**config.mk**
```make
export PLATFORM = sky130hd
export DESIGN_NAME = stable_priority_request_queue_core
export DESIGN_NICKNAME = d
export VERILOG_FILES = /design/src/sv/spq_pkg.sv /design/src/sv/spq_cell.sv /design/src/sv/stable_priority_request_queue_core.sv
export SDC_FILE = /design/constraint.sdc
export NUM_CORES = 2
export LEC_CHECK = 0
export BUFFER_PORTS_ARGS = -buffer_cell sky130_fd_sc_hd__buf_2
export CAP_MARGIN = 40
export CELL_PAD_IN_SITES_DETAIL_PLACEMENT = 1
export CELL_PAD_IN_SITES_GLOBAL_PLACEMENT = 1
export CORE_AREA = 3 3 418 420
export CTS_BUF_LIST = sky130_fd_sc_hd__clkbuf_8 sky130_fd_sc_hd__clkbuf_16
export DETAILED_ROUTE_END_ITERATION = 16
export DIE_AREA = 0 0 421 423
export PLACE_DENSITY = 0.71
export SYNTH_ARGS = -nofsm -noshare
export SYNTH_HDL_FRONTEND = slang
export SYNTH_SLANG_ARGS = --single-unit
```
**constraint.sdc**
```tcl
create_clock -name clk -period 7.2 [get_ports clk]
set_clock_uncertainty 0.2 [all_clocks]
set_input_delay 1.08 -clock clk [delete_from_list [all_inputs] [get_ports clk]]
set_output_delay 1.08 -clock clk [all_outputs]
set_load 0.02 [all_outputs]
```
**src/sv/spq_pkg.sv**
```systemverilog
package spq_pkg;

  localparam int DEPTH = 16;
  localparam int IDX_W = 4;
  localparam int CNT_W = 5;

  localparam logic [1:0] OP_ADD  = 2'd0;
  localparam logic [1:0] OP_TAKE = 2'd1;
  localparam logic [1:0] OP_PEEK = 2'd2;

  localparam logic [1:0] ST_OK    = 2'd0;
  localparam logic [1:0] ST_FULL  = 2'd1;
  localparam logic [1:0] ST_EMPTY = 2'd2;

  localparam logic [CNT_W-1:0] CAP_RESET = CNT_W'(DEPTH);

  typedef struct packed {
    logic [15:0] client;
    logic [7:0]  prio;
    logic [15:0] delay;
    logic [15:0] path;
  } rec_t;

  // best-so-far token that walks down the chain
  typedef struct packed {
    logic             live;
    logic             have;
    logic [IDX_W-1:0] pos;
    rec_t             rec;
  } tok_t;

  typedef struct packed {
    logic             wr_en;
    logic [IDX_W-1:0] wr_pos;
    logic             shift_en;
    logic [IDX_W-1:0] cut_pos;
    logic [CNT_W-1:0] count;
  } cell_ctrl_t;

endpackage

```
**src/sv/spq_cell.sv**
```systemverilog
module spq_cell (
  input  logic                     clk,
  input  logic                     rst_n,
  input  logic [spq_pkg::IDX_W-1:0] cell_idx,
  input  spq_pkg::cell_ctrl_t      ctrl,
  input  spq_pkg::rec_t            wr_rec,
  input  spq_pkg::rec_t            next_rec,
  input  spq_pkg::tok_t            tok_in,
  output spq_pkg::rec_t            rec_out,
  output spq_pkg::tok_t            tok_out
);

  spq_pkg::rec_t rec_r;
  spq_pkg::rec_t rec_nxt;
  spq_pkg::tok_t tok_r;
  spq_pkg::tok_t tok_nxt;
  logic          occupied;
  logic          wins;

  assign occupied = {1'b0, cell_idx} < ctrl.count;
  // strictly greater keeps the earliest arrival among equal priorities
  assign wins = tok_in.live && occupied &&
                (!tok_in.have || (rec_r.prio > tok_in.rec.prio));

  always_comb begin
    tok_nxt = tok_in;
    if (wins) begin
      tok_nxt.have = 1'b1;
      tok_nxt.pos  = cell_idx;
      tok_nxt.rec  = rec_r;
    end
  end

  always_comb begin
    priority if (ctrl.wr_en && (ctrl.wr_pos == cell_idx)) begin
      rec_nxt = wr_rec;
    end else if (ctrl.shift_en && (cell_idx >= ctrl.cut_pos)) begin
      // close the gap left by the removed request
      rec_nxt = next_rec;
    end else begin
      rec_nxt = rec_r;
    end
  end

  always_ff @(posedge clk) begin
    rec_r <= rec_nxt;
  end

  always_ff @(posedge clk) begin
    if (!rst_n) begin
      tok_r.live <= 1'b0;
    end else begin
      tok_r.live <= tok_nxt.live;
    end
    tok_r.have <= tok_nxt.have;
    tok_r.pos  <= tok_nxt.pos;
    tok_r.rec  <= tok_nxt.rec;
  end

  assign rec_out = rec_r;
  assign tok_out = tok_r;

endmodule

```
**src/sv/stable_priority_request_queue_core.sv**
```systemverilog
// Bounded priority queue of request records, built as a row of 16 cells.
// Input channel: a request (opcode, client, priority, delay, path) is taken
// at a clock edge with start high and busy low. Opcode add appends in
// arrival order, take removes the highest-priority record (earliest arrival
// among equals), peek reports that record's position.
// Result channel: out_valid marks each result for exactly one cycle; the
// receiver cannot stall it and must take it in that cycle.
// Request flow: add, unused opcode, and take/peek on an empty queue give
// their result in the cycle after acceptance, and the next request can
// follow in the very next cycle. Take and peek on a non-empty queue send a
// best-so-far token through all 16 cells, one cell per cycle; busy stays
// high until the token leaves the last cell, the result is registered from
// that cell's token, and no new request is taken while busy is high.
// Configuration: cfg_data (capacity in use) is written when cfg_valid is
// high; cfg_ready is always high. Write it only while the queue is idle.
// Reset (rst_n low, synchronous) empties the queue, sets capacity to 16 and
// drops busy and out_valid.
module stable_priority_request_queue_core (
  input  logic        clk,
  input  logic        rst_n,
  input  logic        start,
  output logic        busy,
  input  logic [1:0]  in_opcode,
  input  logic [15:0] in_client_handle,
  input  logic [7:0]  in_request_priority,
  input  logic [15:0] in_delay_value,
  input  logic [15:0] in_path_handle,
  input  logic        cfg_valid,
  output logic        cfg_ready,
  input  logic [4:0]  cfg_data,
  output logic        out_valid,
  output logic [1:0]  out_status,
  output logic [15:0] out_client,
  output logic [7:0]  out_priority,
  output logic [15:0] out_delay,
  output logic [15:0] out_path,
  output logic [3:0]  out_best_position
);

  localparam int N = spq_pkg::DEPTH;

  logic [spq_pkg::CNT_W-1:0] count_r, count_nxt;
  logic [spq_pkg::CNT_W-1:0] cap_r;
  logic [spq_pkg::CNT_W-1:0] limit;
  logic                      scan_r;
  logic                      take_r;
  logic                      accept;
  logic                      is_add, is_take, is_peek;
  logic                      full, empty, add_ok, scan_go, finish;

  spq_pkg::cell_ctrl_t ctrl;
  spq_pkg::rec_t       wr_rec;
  spq_pkg::rec_t       rec_q [N];
  spq_pkg::tok_t       tok_q [N];
  spq_pkg::tok_t       tok_head;
  spq_pkg::tok_t       tail;

  logic                      out_valid_r;
  logic [1:0]                status_r;
  spq_pkg::rec_t             res_rec_r;
  logic [spq_pkg::IDX_W-1:0] pos_r;

  assign cfg_ready = 1'b1;
  assign busy      = scan_r;
  assign accept    = start && !scan_r;

  assign is_add  = in_opcode == spq_pkg::OP_ADD;
  assign is_take = in_opcode == spq_pkg::OP_TAKE;
  assign is_peek = in_opcode == spq_pkg::OP_PEEK;

  assign limit   = (cap_r > spq_pkg::CNT_W'(N)) ? spq_pkg::CNT_W'(N) : cap_r;
  assign full    = count_r >= limit;
  assign empty   = count_r == '0;
  assign add_ok  = accept && is_add && !full;
  assign scan_go = accept && (is_take || is_peek) && !empty;

  assign tail   = tok_q[N-1];
  assign finish = scan_r && tail.live;

  assign wr_rec = '{client: in_client_handle, prio: in_request_priority,
                    delay: in_delay_value, path: in_path_handle};

  always_comb begin
    ctrl.wr_en    = add_ok;
    ctrl.wr_pos   = count_r[spq_pkg::IDX_W-1:0];
    ctrl.shift_en = finish && take_r;
    ctrl.cut_pos  = tail.pos;
    ctrl.count    = count_r;
  end

  always_comb begin
    tok_head      = tail;
    tok_head.live = scan_go;
    tok_head.have = 1'b0;
  end

  for (genvar g = 0; g < N; g++) begin : g_cell
    spq_pkg::rec_t nb_rec;
    spq_pkg::tok_t nb_tok;
    if (g == N - 1) begin : g_last
      assign nb_rec = rec_q[g];
    end else begin : g_mid
      assign nb_rec = rec_q[g+1];
    end
    if (g == 0) begin : g_first
      assign nb_tok = tok_head;
    end else begin : g_rest
      assign nb_tok = tok_q[g-1];
    end
    spq_cell u_cell (
      .clk      (clk),
      .rst_n    (rst_n),
      .cell_idx (spq_pkg::IDX_W'(g)),
      .ctrl     (ctrl),
      .wr_rec   (wr_rec),
      .next_rec (nb_rec),
      .tok_in   (nb_tok),
      .rec_out  (rec_q[g]),
      .tok_out  (tok_q[g])
    );
  end

  always_comb begin
    count_nxt = count_r;
    if (add_ok) begin
      count_nxt = count_r + 1'b1;
    end else if (finish && take_r) begin
      count_nxt = count_r - 1'b1;
    end
  end

  always_ff @(posedge clk) begin
    if (!rst_n) begin
      count_r     <= '0;
      cap_r       <= spq_pkg::CAP_RESET;
      scan_r      <= 1'b0;
      out_valid_r <= 1'b0;
    end else begin
      count_r <= count_nxt;
      if (cfg_valid && cfg_ready) begin
        cap_r <= cfg_data;
      end
      if (scan_go) begin
        scan_r <= 1'b1;
      end else if (finish) begin
        scan_r <= 1'b0;
      end
      out_valid_r <= (accept && !scan_go) || finish;
    end
  end

  // result payload
  always_ff @(posedge clk) begin
    if (accept) begin
      take_r <= is_take;
    end
    if (finish) begin
      status_r  <= spq_pkg::ST_OK;
      res_rec_r <= take_r ? tail.rec : '0;
      pos_r     <= take_r ? '0 : tail.pos;
    end else if (accept) begin
      res_rec_r <= '0;
      pos_r     <= '0;
      if (is_add && full) begin
        status_r <= spq_pkg::ST_FULL;
      end else if ((is_take || is_peek) && empty) begin
        status_r <= spq_pkg::ST_EMPTY;
      end else begin
        status_r <= spq_pkg::ST_OK;
      end
    end
  end

  assign out_valid         = out_valid_r;
  assign out_status        = status_r;
  assign out_client        = res_rec_r.client;
  assign out_priority      = res_rec_r.prio;
  assign out_delay         = res_rec_r.delay;
  assign out_path          = res_rec_r.path;
  assign out_best_position = pos_r;

endmodule

```
### Word level (Yosys, flattened, before mapping)

Index checks and enable logic that the tools add are counted.
W data, S select, Z words.

| storage, ports and cells | value |
|---|---|
| bits in registers | 1,962 |
| input port bits | 67 |
| output and inout port bits | 65 |
| logic and storage cells | 441 |

| cells by class | value |
|---|---|
| add/subtract/negate cells | 2 |
| magnitude comparators | 48 |
| eq/ne operators | 17 |
| muxes and demuxes | 59 |
| reductions and logical operators | 129 |

Operator list:

| cell | number |
|---|---|
| $mux W56 | 48 |
| $gt A8 B8 Y1 | 15 |
| $logic_and A1 B1 Y1 | 72 |
| $mux W61 | 1 |
| $lt A4 B5 Y1 const A | 8 |
| $reduce_bool A2 Y1 | 18 |
| $eq A4 B4 Y1 const B | 8 |
| $ge A4 B4 Y1 const A | 7 |
| $lt A3 B5 Y1 const A | 4 |
| $logic_not A1 Y1 | 19 |
| $logic_or A1 B1 Y1 | 17 |
| $eq A4 B3 Y1 const B | 4 |
| $ge A3 B4 Y1 const A | 4 |
| $mux W5 | 3 |
| $mux W4 | 3 |
| $lt A1 B5 Y1 const A | 2 |
| $lt A2 B5 Y1 const A | 2 |
| $eq A4 B2 Y1 const B | 2 |
| $ge A1 B4 Y1 const A | 2 |
| $ge A2 B4 Y1 const A | 2 |
| $add A5 B1 Y5 const B | 1 |
| $ge A5 B5 Y1 | 1 |
| $gt A5 B5 Y1 const B | 1 |
| $logic_not A5 Y1 | 1 |
| other kinds (8) | 10 |

### Longest topological paths before layout

| logic depth | value |
|---|---|
| depth in word-level cells | 7 |
| mapped depth | 11 |

### Cells and area by module

A second synthesis with hierarchy kept.

| second synthesis, totals | value |
|---|---|
| cell total of the unflattened synthesis | 5,247 |
| area total of the unflattened synthesis | 81,873.5 µm² |

Modules (own cells, without submodules):

| module | times used | cells an instance | area an instance (µm²) | seq. area each (µm²) |
|---|---|---|---|---|
| spq_cell | 16 | 314 | 4,922.2 | 2,922.8 |
| stable_priority_request_queue_core | 1 | 223 | 3,118.0 | 2,112.0 |

### Worst setup path before layout

No wires, ideal clock.

| timing path | value |
|---|---|
| kind | reg2reg |
| start | reg scan_r (netlist: busy) |
| end | reg g_cell[0].u_cell.rec_r, in the netlist g_cell[0].u_cell.rec_out[0], enable pin |
| data arrival time | 5,268 ps |
| required time | 6,447 ps |
| path slack | 1,179 ps |
| stages on the path, launching flop included | 4 |
| path buffers | 0 |
| clock period less this slack | 6,021 ps |
| cell sequence | dfxtp_1 nand3_1 or3_1 o31ai_1 |

| between the ends | value |
|---|---|
| longest elaborated chain between the ends | 6 |
| elaborated cells on any way between the ends | 9 |
| classes of those cells | reduce/logical (9) |

Ends and longest elaborated chain:

| item | RTL line | RTL |
|---|---|---|
| start, declared | stable_priority_request_queue_core.sv:45 | `logic scan_r;` |
| start signal, assigned | stable_priority_request_queue_core.sv:136 | `scan_r <= 1'b0;` |
| start signal, assigned | stable_priority_request_queue_core.sv:144 | `scan_r <= 1'b1;` |
| start signal, assigned | stable_priority_request_queue_core.sv:146 | `scan_r <= 1'b0;` |
| $logic_not A1 Y1 | stable_priority_request_queue_core.sv:65 | `assign accept = start && !scan_r;` |
| $logic_and A1 B1 Y1 | stable_priority_request_queue_core.sv:65 |  |
| $logic_and A1 B1 Y1 (2 in a row) | stable_priority_request_queue_core.sv:74 | `assign add_ok = accept && is_add && !full;` |
| $logic_and A1 B1 Y1 | spq_cell.sv:35 | `priority if (ctrl.wr_en && (ctrl.wr_pos == cell_idx)) begin` |
| $reduce_bool A2 Y1 (no line) * | - |  |
| end signal, assigned | spq_cell.sv:46 | `rec_r <= rec_nxt;` |
| end, declared | spq_cell.sv:13 | `spq_pkg::rec_t rec_r;` |

Every way passes the cells marked *; elsewhere a longest branch is shown, timed or not.
A chain may end at the register's enable or synchronous reset.

### Final worst setup path

| timing path | value |
|---|---|
| start | reg count_r[0] (netlist name) |
| end | reg g_cell[10].u_cell.rec_r, in the netlist g_cell[10].u_cell.rec_out[7], enable pin |

| between the ends | value |
|---|---|
| longest elaborated chain between the ends | 5 |
| elaborated cells on any way between the ends | 6 |
| classes of those cells | order compare (1); eq/ne (1); reduce/logical (4) |

Ends and longest elaborated chain:

| item | RTL line | RTL |
|---|---|---|
| start, declared | stable_priority_request_queue_core.sv:42 | `logic [spq_pkg::CNT_W-1:0] count_r, count_nxt;` |
| start signal, assigned | stable_priority_request_queue_core.sv:139 | `count_r <= count_nxt;` |
| $ge A5 B5 Y1 | stable_priority_request_queue_core.sv:72 | `assign full = count_r >= limit;` |
| $logic_not A1 Y1 | stable_priority_request_queue_core.sv:74 |  |
| $logic_and A1 B1 Y1 | stable_priority_request_queue_core.sv:74 |  |
| $logic_and A1 B1 Y1 * | spq_cell.sv:35 |  |
| $reduce_bool A2 Y1 (no line) * | - |  |
| end signal, assigned | spq_cell.sv:46 |  |
| end, declared | spq_cell.sv:13 |  |

Marked as above.

==> flow_summary.yaml <==
setup_path:
  path_max_fanout: 41
  r2r_start: "count_r[0]"
  timing.critical_path.buf_inv: 2
  critical_path_class: "flop to flop"
  path_delay_family: "compound AO/OA/AOI/OAI gates"
  startpoint_type: "flop"
  rr_worst_depth: 8
  critPathMaxStageDelay_ps: 810
  cp_cell_sequence: "inv_1 -> ha_1 -> nand2b_1 -> a31oi_2 -> o21a_2 -> nand3_4 -> o21ai_4 -> buf_4"
  r2r_end: "g_cell[10].u_cell.rec_out[7]"
  cp.arrival_ps: 5000
  slowest_stage: "buf_4"
  cp-end-kind: "flop"
  regToRegSetupSlack_ps: 2440
  required_ps: 7440
cts:
  tritoncts.num_buffers: 201
  postCtsHoldBufs: 0
  cts_tree: "built"
  cts_setup_buffers: 0
  cts_max_level: 4
  clkSinkCount: 1962
  clock_path_buffers: 3
  clkTransAtPathRegs_ps: 70
  ctsResizeCount: 0
  clock_latency_ps: 840
  root_buffer: "clkbuf_16"
power_and_ir_drop:
  p_leak_nw: 34.34
  p_per_area_mw_per_mm2: 260.9
  vdd_drop_max_mv: 0.2074
  finalPower_mw: 22.57
layout:
  fin_cells: 7347
  area_growth_pct: 12.69
  diodes: 0
  drive_above_1_share_pct: 45.78
  fin_nets: 5063
  post-route-cell-area_mm2: 0.08653
routing:
  first_pass_iters: 5
  drc: 0
  post_drt_wl_per_cell_um: 26.60
  routed_via_density: 5.337
  ant_nets: 0
  finalWirelength_um: 195500
  first_iter_violations: 2668
  vias: 39211
timing:
  fmax_mhz: 210.1
  tightestPinTransition_ps: 903.2
  finalCriticalPeriod_ps: 4760
  rsz0062_at_grt: "no"
  hold_viol_final: 0
  fin_crit_sh_pct: 66.11
  timing.hold.ws_ps: 207.9
  finalSetupViolCount: 0
  slew_headroom_pct: 39.15
  finalSetupTns_ps: 0
  timing.final.max_slew_violations: 0
yosys:
  ys_seq_area_share_pct: 63.63
  synth_area_mm2: 0.07678
  avgSynthCellArea_um2: 16.29
  syn_nets: 4913
  synthCells: 4714
  synth_ff_type: "dfxtp_1"
  ys_types: 56
  synth_edf_count: 957
  synth_seq_cells: 1962
  yosysWarnings: 0
  async_reset_ff_share_pct: 0
global_route:
  antenna_found_initial: 8
  grt_pass1_vias: 43021
  grt_first_pass_wirelength_um: 289700
  grt_overflow_total: 0
  grt_max_degree: 49
  track_usage_pct: 21.67
placed_design:
  place_area_mm2: 0.07984
  dp_hpwl_um: 120300
  io_buffers: 130
  place.gp.congestion: 0.8172
  dpl.cell_count: 6971
die:
  die_area_mm2: 0.1781
  start_util_pct: 44.81
  ioPinCount: 132
  die_h_um: 423
  row_count: 152
  die_w_um: 421
  design.core.area_mm2: 0.1714
hold_path:
  hold_path.class: "flop to flop"
  min_to: "g_cell[9].u_cell.tok_out[56]"
  min_path_cells: 1
  hp-start: "g_cell[8].u_cell.tok_out[56]"
status:
  outcome: "complete, no violations"
flow_run:
  maxCapViolations: 0
==> routing by layer <==
layer / vias to the layer above / part of all wire [%] / wire, µm / track usage, %
met5: - / 0.0067 / 13 / 0
met4: 2 / 3.0 / 5792 / 6.715
met3: 305 / 3.3 / 6426 / 2.912
met2: 744 / 49 / 96690 / 37.56
met1: 20580 / 44 / 86540 / 28.15
li1: 17580 / - / - / -
==> logic make-up (layout without fill, tap and decap cells) <==
group,count (synthesis),count (layout),synth area share (%)
flip-flops,1962,1962,63.63
multiplexers,1742,1742,27.38
buffers and inverters,395,718,2.980
AND/OR/NAND/NOR,340,340,2.666
AO/OA/AOI/OAI,142,142,1.190
adder cells (fa/ha/maj),132,132,2.151
other,1,1,0.004884
==> registers in the layout, indices dropped and copies added, names as in the netlist <==
register               flops
out_priority               8
count_r                    5
out_valid                  1
cap_r                      5
out_path                  16
take_r                     1
busy                       1
out_status                 2
out_best_position          4
g_cell.u_cell.rec_out    896
out_delay                 16
g_cell.u_cell.tok_out    991
out_client                16
==> worst max path at each step <==
stage	start	endpoint	slack, ps	cells after the start
floorplan	busy	g_cell[0].u_cell.rec_out[0]	1180	3
global placement	in_opcode[1]	g_cell[3].u_cell.rec_out[32]	2130	9
detailed placement	in_opcode[1]	g_cell[6].u_cell.rec_out[16]	2160	9
CTS	count_r[0]	g_cell[6].u_cell.rec_out[7]	2420	8
global route	count_r[0]	g_cell[6].u_cell.rec_out[7]	2200	8
finish	count_r[0]	g_cell[10].u_cell.rec_out[7]	2440	8
==> placed cells by master, fill, tap and decap left out, drive strengths merged, types with 14 or more instances in the layout <==
| master | netlist | routed |
|---|---|---|
| a21o | 21 | 21 |
| nand2b | 44 | 44 |
| and2 | 107 | 107 |
| inv | 129 | 201 |
| nor2 | 25 | 25 |
| edfxtp | 957 | 957 |
| a21oi | 48 | 48 |
| nand2 | 40 | 40 |
| dfxtp | 1005 | 1005 |
| o211ai | 15 | 15 |
| nand4b | 14 | 14 |
| nand4 | 42 | 42 |
| nand3 | 15 | 15 |
| ha | 132 | 132 |
| buf | 195 | 212 |
| mux2 | 1736 | 1736 |
| o21ai | 33 | 33 |
| clkbuf | 70 | 241 |
| nor2b | 24 | 24 |
| clkinv | 1 | 51 |
==> power by group <==
group | total, mW | internal, mW | switching (mW)
sequential | 11.8 | 11.7 | 0.0588
clock | 10.4 | 5.92 | 4.47
combinational | 0.386 | 0.141 | 0.245
total | 22.6 | 17.8 | 4.77
==> layout make-up <==
| type | instances | area [µm²] |
|---|---|---|
| Tap cell | 2310 | 2890 |
| Multi-Input combinational cell | 2357 | 26010 |
| Clock buffer | 241 | 5659 |
| Fill cell | 16012 | 84820 |
| Clock inverter | 135 | 1028 |
| Inverter | 130 | 490.5 |
| Timing Repair Buffer | 212 | 1597 |
| Sequential cell | 1962 | 48860 |
==> through the flow <==
| stage | utilization (%) | worst slack [ps] |
|---|---|---|
| final | 50.50 | 2440 |
| after global routing | 50.50 | 2200 |
| after CTS | 50.50 | 2423 |
| after detailed placement | 46.60 | 2157 |
| after global placement | 46.29 | 2129 |
| after floorplan | - | 1179 |
==> worst reg2reg max path, stage by stage (launching register included) <==
cell	delay (ps)
dfxtp_1	640
inv_1	210
ha_1	330
nand2b_1	160
a31oi_2	230
o21a_2	610
nand3_4	620
o21ai_4	510
buf_4	820
==> synth_stat cells, drive strengths merged, types with 2 or more instances <==
cell type	number	area, µm²
o311a	3	30.03
buf	195	1538
and3	9	76.32
a31oi	2	18.77
o21ai	33	183.9
o21bai	3	22.52
nand4b	14	122.6
and2	107	669.4
clkbuf	70	262.8
or2	7	43.80
nand2b	44	275.3
o31a	2	17.52
mux2i	6	60.06
nand2	40	150.1
a21o	21	157.7
a21oi	48	240.2
nor2	25	93.84
o21a	5	38.79
nand3	15	120.1
nor2b	24	150.1
dfxtp	1005	20120
edfxtp	957	28740
or3	2	17.52
o211ai	15	112.6
mux2	1736	20960
ha	132	1652
nand4	42	262.8
inv	129	484.2
a21boi	2	15.01
nor3	7	35.03
No activity file was read; power rests on OpenSTA's default activity.
